**config.mk**
```make
export PLATFORM = sky130hd
export DESIGN_NAME = sorted_list_engine_top
export DESIGN_NICKNAME = d
export VERILOG_FILES = /design/src/design/sle_pkg.sv /design/src/design/sle_cell.sv /design/src/design/sorted_list_engine_top.sv
export SDC_FILE = /design/constraint.sdc
export NUM_CORES = 2
export LEC_CHECK = 0
export BUFFER_PORTS_ARGS = -buffer_cell sky130_fd_sc_hd__buf_2
export CORE_MARGIN = 2
export CORE_UTILIZATION = 30
export CTS_BUF_LIST = sky130_fd_sc_hd__clkbuf_8
export DETAILED_ROUTE_END_ITERATION = 8
export PLACE_DENSITY = 0.43
export SKIP_CTS_REPAIR_TIMING = 1
export SLEW_MARGIN = 25
export SYNTH_ARGS = -nofsm -noshare
export SYNTH_HDL_FRONTEND = slang
export SYNTH_SLANG_ARGS = --single-unit
```
**constraint.sdc**
```tcl
create_clock -name clk -period 10.6 [get_ports clk]
set_input_delay 2.65 -clock clk [delete_from_list [all_inputs] [get_ports clk]]
set_output_delay 2.65 -clock clk [all_outputs]
set_load 0.02 [all_outputs]
```
**src/design/sle_pkg.sv**
```systemverilog
// sle_pkg: shared types, codes and sizing for the sorted list engine.
// No dependencies; imported by sle_cell and sorted_list_engine_top.
`timescale 1ns / 1ps

package sle_pkg;

  localparam int DEPTH = 16;
  localparam int IDX_W = $clog2(DEPTH);
  localparam int CNT_W = $clog2(DEPTH + 1);

  typedef enum logic [2:0] {
    OP_APPEND = 3'd0,
    OP_INSERT = 3'd1,
    OP_SORT   = 3'd2,
    OP_SEARCH = 3'd3,
    OP_DELETE = 3'd4
  } op_t;

  typedef enum logic [1:0] {
    ST_OK        = 2'd0,
    ST_NOT_FOUND = 2'd1,
    ST_FULL      = 2'd2,
    ST_EMPTY     = 2'd3
  } status_t;

  // command broadcast to every cell in a cycle
  typedef enum logic [2:0] {
    CMD_IDLE      = 3'd0,
    CMD_APPEND    = 3'd1,
    CMD_INSERT    = 3'd2,
    CMD_DELETE    = 3'd3,
    CMD_SWAP_EVEN = 3'd4,
    CMD_SWAP_ODD  = 3'd5
  } cmd_t;

  typedef struct packed {
    logic [2:0]         opcode;
    logic signed [31:0] value;
  } sle_in_t;

  typedef struct packed {
    logic [1:0] status;
    logic [4:0] position;
    logic [4:0] entries_held;
  } sle_out_t;

  // cell to right neighbor
  typedef struct packed {
    logic               held;
    logic               all_lt;
    logic               none_eq;
    logic signed [31:0] value;
  } sle_fwd_t;

  // cell to left neighbor
  typedef struct packed {
    logic               held;
    logic               gt;
    logic signed [31:0] value;
  } sle_bwd_t;

  function automatic logic [4:0] to_field5(input logic [CNT_W-1:0] c);
    logic [CNT_W+4:0] wide;
    wide = {5'd0, c};
    return wide[4:0];
  endfunction

endpackage

```
**src/design/sle_cell.sv**
```systemverilog
// sle_cell: one list slot; compares against the operand and its neighbors.
// Depends on sle_pkg.
`timescale 1ns / 1ps

module sle_cell
  import sle_pkg::*;
(
  input  logic               clk,
  input  cmd_t               cmd,
  input  logic signed [31:0] operand,
  input  logic               head,
  input  logic               odd,
  input  logic               held,
  input  sle_fwd_t           fwd_in,
  input  sle_bwd_t           bwd_in,
  output sle_fwd_t           fwd_out,
  output sle_bwd_t           bwd_out,
  output logic               match
);

  logic signed [31:0] value;
  logic signed [31:0] value_next;
  logic signed [31:0] left_value;
  logic               lt;
  logic               eq;
  logic               slot_here;
  logic               pair_right;
  logic               swap_right;

  assign left_value = fwd_in.value;
  assign lt         = value < operand;
  assign eq         = value == operand;
  assign slot_here  = fwd_in.all_lt && !(held && lt);
  assign match      = fwd_in.none_eq && held && eq;

  assign fwd_out.held    = held;
  assign fwd_out.all_lt  = fwd_in.all_lt && held && lt;
  assign fwd_out.none_eq = fwd_in.none_eq && !(held && eq);
  assign fwd_out.value   = value;

  assign bwd_out.held  = held;
  assign bwd_out.gt    = !head && held && (left_value > value);
  assign bwd_out.value = value;

  assign pair_right = (cmd == CMD_SWAP_EVEN && !odd) || (cmd == CMD_SWAP_ODD && odd);
  assign swap_right = bwd_in.held && bwd_in.gt;

  always_comb begin
    value_next = value;
    case (cmd)
      CMD_APPEND: begin
        if (fwd_in.held && !held) value_next = operand;
      end
      CMD_INSERT: begin
        if (slot_here) value_next = operand;
        else if (!fwd_in.all_lt) value_next = left_value;
      end
      CMD_DELETE: begin
        if (match || !fwd_in.none_eq) value_next = bwd_in.value;
      end
      CMD_SWAP_EVEN, CMD_SWAP_ODD: begin
        if (pair_right) begin
          if (swap_right) value_next = bwd_in.value;
        end else begin
          if (bwd_out.gt) value_next = left_value;
        end
      end
      default: value_next = value;
    endcase
  end

  always_ff @(posedge clk) begin
    value <= value_next;
  end

endmodule

```
**src/design/sorted_list_engine_top.sv**
```systemverilog
// sorted_list_engine_top: command control, entry count and the row of cells.
// Depends on sle_pkg and sle_cell.
`timescale 1ns / 1ps

// Append, ordered insert, search and delete: each item is accepted with
// start while busy is low, and its result is shown with done for the single
// following cycle, during which the next item may already be accepted. Sort
// runs DEPTH odd-even compare-and-swap passes over the cell row, one pass per
// cycle; busy is high while the passes run and the result appears in the
// cycle after the last pass. done cannot be held off, so the receiver must
// take every result in the cycle it is shown.

module sorted_list_engine_top
  import sle_pkg::*;
(
  input  logic     clk,
  input  logic     rst,
  input  logic     start,
  input  sle_in_t  request,
  output logic     busy,
  output logic     done,
  output sle_out_t result
);

  logic [CNT_W-1:0] count;
  logic [CNT_W-1:0] count_next;
  logic             sorting;
  logic [IDX_W-1:0] pass;
  logic             accept;
  logic             full;
  logic             empty;
  logic             found;
  cmd_t             cmd;
  logic             done_next;
  sle_out_t         result_next;
  logic [CNT_W-1:0] pos;
  logic [DEPTH-1:0] held;
  logic [DEPTH-1:0] match;
  sle_fwd_t         fwd [DEPTH+1];
  sle_bwd_t         bwd [DEPTH+1];

  assign busy   = sorting;
  assign accept = start && !sorting;
  assign full   = count == CNT_W'(DEPTH);
  assign empty  = count == '0;
  assign found  = !fwd[DEPTH].none_eq;

  assign fwd[0] = '{held: 1'b1, all_lt: 1'b1, none_eq: 1'b1, value: 32'sd0};
  assign bwd[DEPTH] = '{held: 1'b0, gt: 1'b0, value: 32'sd0};

  for (genvar g = 0; g < DEPTH; g++) begin : g_cell
    assign held[g] = count > CNT_W'(g);
    sle_cell u_cell (
      .clk     (clk),
      .cmd     (cmd),
      .operand (request.value),
      .head    (g == 0),
      .odd     (g % 2 == 1),
      .held    (held[g]),
      .fwd_in  (fwd[g]),
      .bwd_in  (bwd[g+1]),
      .fwd_out (fwd[g+1]),
      .bwd_out (bwd[g]),
      .match   (match[g])
    );
  end

  always_comb begin
    pos = '0;
    for (int i = 0; i < DEPTH; i++) begin
      if (match[i]) pos = pos | CNT_W'(i + 1);
    end
  end

  always_comb begin
    cmd         = CMD_IDLE;
    count_next  = count;
    done_next   = 1'b0;
    result_next = '{status: ST_OK, position: 5'd0, entries_held: 5'd0};
    if (sorting) begin
      cmd = pass[0] ? CMD_SWAP_ODD : CMD_SWAP_EVEN;
      done_next = pass == IDX_W'(DEPTH - 1);
    end else if (accept) begin
      done_next = request.opcode != OP_SORT;
      case (request.opcode)
        OP_APPEND: begin
          if (full) begin
            result_next.status = ST_FULL;
          end else begin
            cmd = CMD_APPEND;
            count_next = count + 1'b1;
          end
        end
        OP_INSERT: begin
          if (full) begin
            result_next.status = ST_FULL;
          end else begin
            cmd = CMD_INSERT;
            count_next = count + 1'b1;
          end
        end
        OP_SEARCH: begin
          if (found) result_next.position = to_field5(pos);
          else result_next.status = ST_NOT_FOUND;
        end
        OP_DELETE: begin
          if (empty) begin
            result_next.status = ST_EMPTY;
          end else if (!found) begin
            result_next.status = ST_NOT_FOUND;
          end else begin
            cmd = CMD_DELETE;
            count_next = count - 1'b1;
          end
        end
        default: cmd = CMD_IDLE;
      endcase
    end
    result_next.entries_held = to_field5(count_next);
  end

  always_ff @(posedge clk) begin
    if (rst) begin
      count   <= '0;
      sorting <= 1'b0;
      pass    <= '0;
      done    <= 1'b0;
    end else begin
      count <= count_next;
      done  <= done_next;
      if (sorting) begin
        pass <= pass + 1'b1;
        if (pass == IDX_W'(DEPTH - 1)) sorting <= 1'b0;
      end else if (accept && request.opcode == OP_SORT) begin
        sorting <= 1'b1;
        pass    <= '0;
      end
    end
  end

  always_ff @(posedge clk) begin
    result <= result_next;
  end

`ifndef SYNTHESIS
  a_count_bound: assert property (@(posedge clk) disable iff (rst)
    count <= CNT_W'(DEPTH))
    else $error("entry count above depth");

  a_no_result_while_sorting: assert property (@(posedge clk) disable iff (rst)
    busy |-> !done)
    else $error("result shown during sort");

  a_single_cycle_ops: assert property (@(posedge clk) disable iff (rst)
    accept && request.opcode != OP_SORT |=> done)
    else $error("missing result after transfer");

  a_full_holds_count: assert property (@(posedge clk) disable iff (rst)
    done && result.status == ST_FULL |-> full)
    else $error("full status with list not full");

  a_sort_keeps_count: assert property (@(posedge clk) disable iff (rst)
    sorting |=> $stable(count))
    else $error("count changed during sort");
`endif

endmodule
```
==> insert_results.sql <==
INSERT INTO impl_metrics (metric_group, metric, value, unit) VALUES
('grt', 'grt.busiest_layer', 'met2', ''),
('grt', 'via_count_of_the_first_global_routing_pass', '44522', ''),
('worst_setup_path', 'startpoint_type', 'input pin', ''),
('worst_setup_path', 'crit_path_capture_type', 'flip-flop', ''),
('route', 'drt_drc_violations_left', '0', ''),
('timing', 'whs', '573.9', 'ps'),
('final_layout', 'fill_cells', '17323', ''),
('yosys', 'yosysWarnings', '0', ''),
('grt', 'global_route.usage.met2', '39.37', '%'),
('grt', 'met3_usage', '3.684', '%'),
('timing', 'timing.fmax', '0.1232', 'GHz'),
('worst_setup_path', 'rr_startpoint', 'count[0]', ''),
('final_layout', 'final_layout_net_count', '6378', ''),
('yosys', 'synth_area_leader_cell', 'sky130_fd_sc_hd__edfxtp_1', ''),
('final_layout', 'final-seq-area', '15840', 'µm²'),
('final_layout', 'syn_to_final_growth', '10.41', '%'),
('final_layout', 'post_route_cells_drive_above_1_share', '7.215', '%'),
('timing', 'tightest_slew', '1155', 'ps'),
('timing', 'hold_viol_final', '0', ''),
('timing', 'min_period', '8119', 'ps'),
('clock_network', 'root_buffer', 'sky130_fd_sc_hd__clkbuf_8', ''),
('clock_network', 'cts-buffers-inserted', '111', ''),
('final_layout', 'post_layout_nonfiller_instances', '7648', ''),
('route', 'dr.first_iter.drc_count', '4716', ''),
('die', 'placement_rows', '150', ''),
('route', 'firstDrtPassIters', '8', ''),
('pwr', 'max-vdd-ir-drop', '0.08563', 'mV'),
('pwr', 'power.density_cell_area', '104.9', 'nW/µm²'),
('timing', 'final_min_period_over_clock_period', '76.59', '%'),
('die', 'die-height', '413.4', 'µm'),
('clock_network', 'clock_tree.buffer_depth', '3', ''),
('placed_design', 'portBuffers', '51', ''),
('yosys', 'dominantRegCellSynth', 'sky130_fd_sc_hd__edfxtp_1', ''),
('worst_setup_path', 'worst-endpoint-arrival', '8820', 'ps'),
('yosys', 'synth-seq-area-share', '31.50', '%'),
('placed_design', 'routabilityCongestion', '0.9886', ''),
('timing', 'slew_violations', '0', ''),
('route', 'postRouteAntennaNets', '0', ''),
('timing', 'setup_total_negative_slack', '0', 'ps'),
('final_layout', 'post-route-util', '33.27', '%'),
('hold_path', 'timing.hold.worst_path_depth', '1', ''),
('clock_network', 'clk_pin_slew_worst_paths', '60', 'ps'),
('final_layout', 'multi_input_comb_area', '31420', 'µm²'),
('yosys', 'synth.ff_latch_count', '535', ''),
('placed_design', 'dp.cells', '7432', ''),
('worst_setup_path', 'r2r_endpoint', 'g_cell[0].u_cell.value[8]', ''),
('worst_setup_path', 'setup.reg_to_reg.worst_slack', '3900', 'ps'),
('die', 'core_region_area', '166800', 'µm²'),
('grt', 'globalRouteMet1Util', '33.12', '%'),
('yosys', 'synth_area_leaders', 'sky130_fd_sc_hd__edfxtp_1, sky130_fd_sc_hd__ha_1, sky130_fd_sc_hd__inv_1', ''),
('status', 'status', 'complete, no violations', ''),
('die', 'initial_utilization', '30.13', '%'),
('yosys', 'avgSynthCellArea', '9.506', 'µm²'),
('hold_path', 'hold_end', 'pass[2]', ''),
('hold_path', 'worst_hold_class', 'reg2reg', ''),
('die', 'io-pin-count', '52', ''),
('yosys', 'post-synth-top-area-fraction', '30.58', '%'),
('pwr', 'power_leakage', '24.41', 'nW'),
('run', 'max_cap_violations', '0', ''),
('worst_setup_path', 'worst-path-max-fanout', '64', ''),
('clock_network', 'worst_skew_pair.late_latency', '870', 'ps'),
('clock_network', 'clock_tree.htree_level_count', '3', ''),
('placed_design', 'hpwlAfterDp', '169.7', 'mm'),
('yosys', 'synth_nets', '6325', ''),
('die', 'chipWidth', '413.4', 'µm'),
('grt', 'grt_first_pass_wirelength', '308.6', 'mm'),
('route', 'vias', '44873', ''),
('yosys', 'synth.cell_area', '50280', 'µm²'),
('worst_setup_path', 'critical_path_class', 'in2reg', ''),
('grt', 'antenna_found_initial', '23', ''),
('timing', 'setup_viol_count_final', '0', '');
cells by family after synthesis:
logic type | count (synthesis) | share of synthesized area, %
flops | 535 | 31.50
fa+ha+maj | 998 | 24.84
buf+inv | 822 | 6.528
compound gates | 1746 | 24.48
simple gates | 1139 | 11.70
mux | 41 | 0.8188
xor+xnor | 8 | 0.1394
power breakdown:
part | switching, mW | internal (mW)
registers | 0.113 | 2.43
clock network | 1.09 | 1.02
logic | 0.724 | 0.440
total | 1.93 | 3.89
per-stage QoR:
stage / instance area [µm²] / power (mW) / setup WS [ps]
2_1_floorplan: 50280 / 3.302 / 1150
3_3_place_gp: 53410 / 3.721 / 1580
3_5_place_dp: 53450 / 3.740 / 1555
4_1_cts: 55430 / 5.876 / 2503
5_1_grt: 55500 / 6.100 / 2230
6_report: 55510 / 5.825 / 2481
sequential cells by signal, summed over array words and instances (netlist names):
| name | cells |
|---|---|
| count | 5 |
| done | 1 |
| result | 12 |
| busy | 1 |
| g_cell.u_cell.value | 512 |
| pass | 4 |
cells in the mapped netlist (45+ instances only):
master,n
sky130_fd_sc_hd__buf_2,60
sky130_fd_sc_hd__o211ai_1,131
sky130_fd_sc_hd__nand3_1,97
sky130_fd_sc_hd__a221o_1,198
sky130_fd_sc_hd__a22oi_1,68
sky130_fd_sc_hd__a21o_1,166
sky130_fd_sc_hd__o21ai_0,289
sky130_fd_sc_hd__clkbuf_1,153
sky130_fd_sc_hd__ha_1,998
sky130_fd_sc_hd__o221ai_1,103
sky130_fd_sc_hd__a211oi_1,45
sky130_fd_sc_hd__nor2b_1,71
sky130_fd_sc_hd__nor2_1,242
sky130_fd_sc_hd__a222oi_1,64
sky130_fd_sc_hd__a21oi_1,363
sky130_fd_sc_hd__inv_1,587
sky130_fd_sc_hd__nand2_1,291
sky130_fd_sc_hd__edfxtp_1,512
sky130_fd_sc_hd__nand4_1,184
sky130_fd_sc_hd__o21a_1,46
sky130_fd_sc_hd__nor3_1,61
cell type report:
type                       count  area share, %
multi-input combinational   3932          56.61
timing repair buffer         174          2.308
inverter                     588          3.976
sequential                   535          28.53
tap                         2204          4.968
antenna                       11        0.04959
clock buffer                 111          2.752
clock inverter                93         0.8092
critical path: stages:
cell and delay, ps:
sky130_fd_sc_hd__buf_2 390, sky130_fd_sc_hd__inv_1 480, sky130_fd_sc_hd__buf_4 350, sky130_fd_sc_hd__ha_1 290, sky130_fd_sc_hd__nand2_1 80, sky130_fd_sc_hd__nor4_1 810, sky130_fd_sc_hd__nand4_1 500, sky130_fd_sc_hd__o2111ai_1 620
sky130_fd_sc_hd__nor4_4 190, sky130_fd_sc_hd__nand3_2 220, sky130_fd_sc_hd__nand3_4 510, sky130_fd_sc_hd__nand2_4 550, sky130_fd_sc_hd__buf_4 720, sky130_fd_sc_hd__a222oi_1 250, sky130_fd_sc_hd__inv_1 90
cell usage in the layout (no fill, tap or decap), types with 68 or more instances in the layout:
cell type / count
sky130_fd_sc_hd__ha_1: 998
sky130_fd_sc_hd__inv_1: 628
sky130_fd_sc_hd__edfxtp_1: 512
sky130_fd_sc_hd__a21oi_1: 358
sky130_fd_sc_hd__o21ai_0: 289
sky130_fd_sc_hd__nand2_1: 288
sky130_fd_sc_hd__nor2_1: 237
sky130_fd_sc_hd__a221o_1: 198
sky130_fd_sc_hd__nand4_1: 184
sky130_fd_sc_hd__a21o_1: 163
sky130_fd_sc_hd__o211ai_1: 131
sky130_fd_sc_hd__buf_4: 116
sky130_fd_sc_hd__clkbuf_8: 111
sky130_fd_sc_hd__o221ai_1: 103
sky130_fd_sc_hd__nand3_1: 95
sky130_fd_sc_hd__nor2b_1: 70
sky130_fd_sc_hd__a22oi_1: 68
worst max-delay path by stage:
stage / start / to / slack, ps / cells past startpoint
final: request[30] / g_cell[3].u_cell.value[5] / 2480 / 15
after global routing: request[30] / g_cell[3].u_cell.value[5] / 2230 / 15
after CTS: request[30] / g_cell[3].u_cell.value[3] / 2500 / 15
after detailed placement: request[30] / g_cell[4].u_cell.value[2] / 1560 / 15
after global placement: request[30] / g_cell[4].u_cell.value[17] / 1580 / 15
after floorplan: request[22] / g_cell[2].u_cell.value[0] / 1150 / 13
routing by layer:
metal | vias to the layer above | share of wire, %
li1 | 20805 | -
met4 | 2 | 4.1
met2 | 1636 | 45
met5 | - | 0.0061
met1 | 22104 | 44
met3 | 326 | 6.6
No activity file was read; power rests on OpenSTA's default activity.
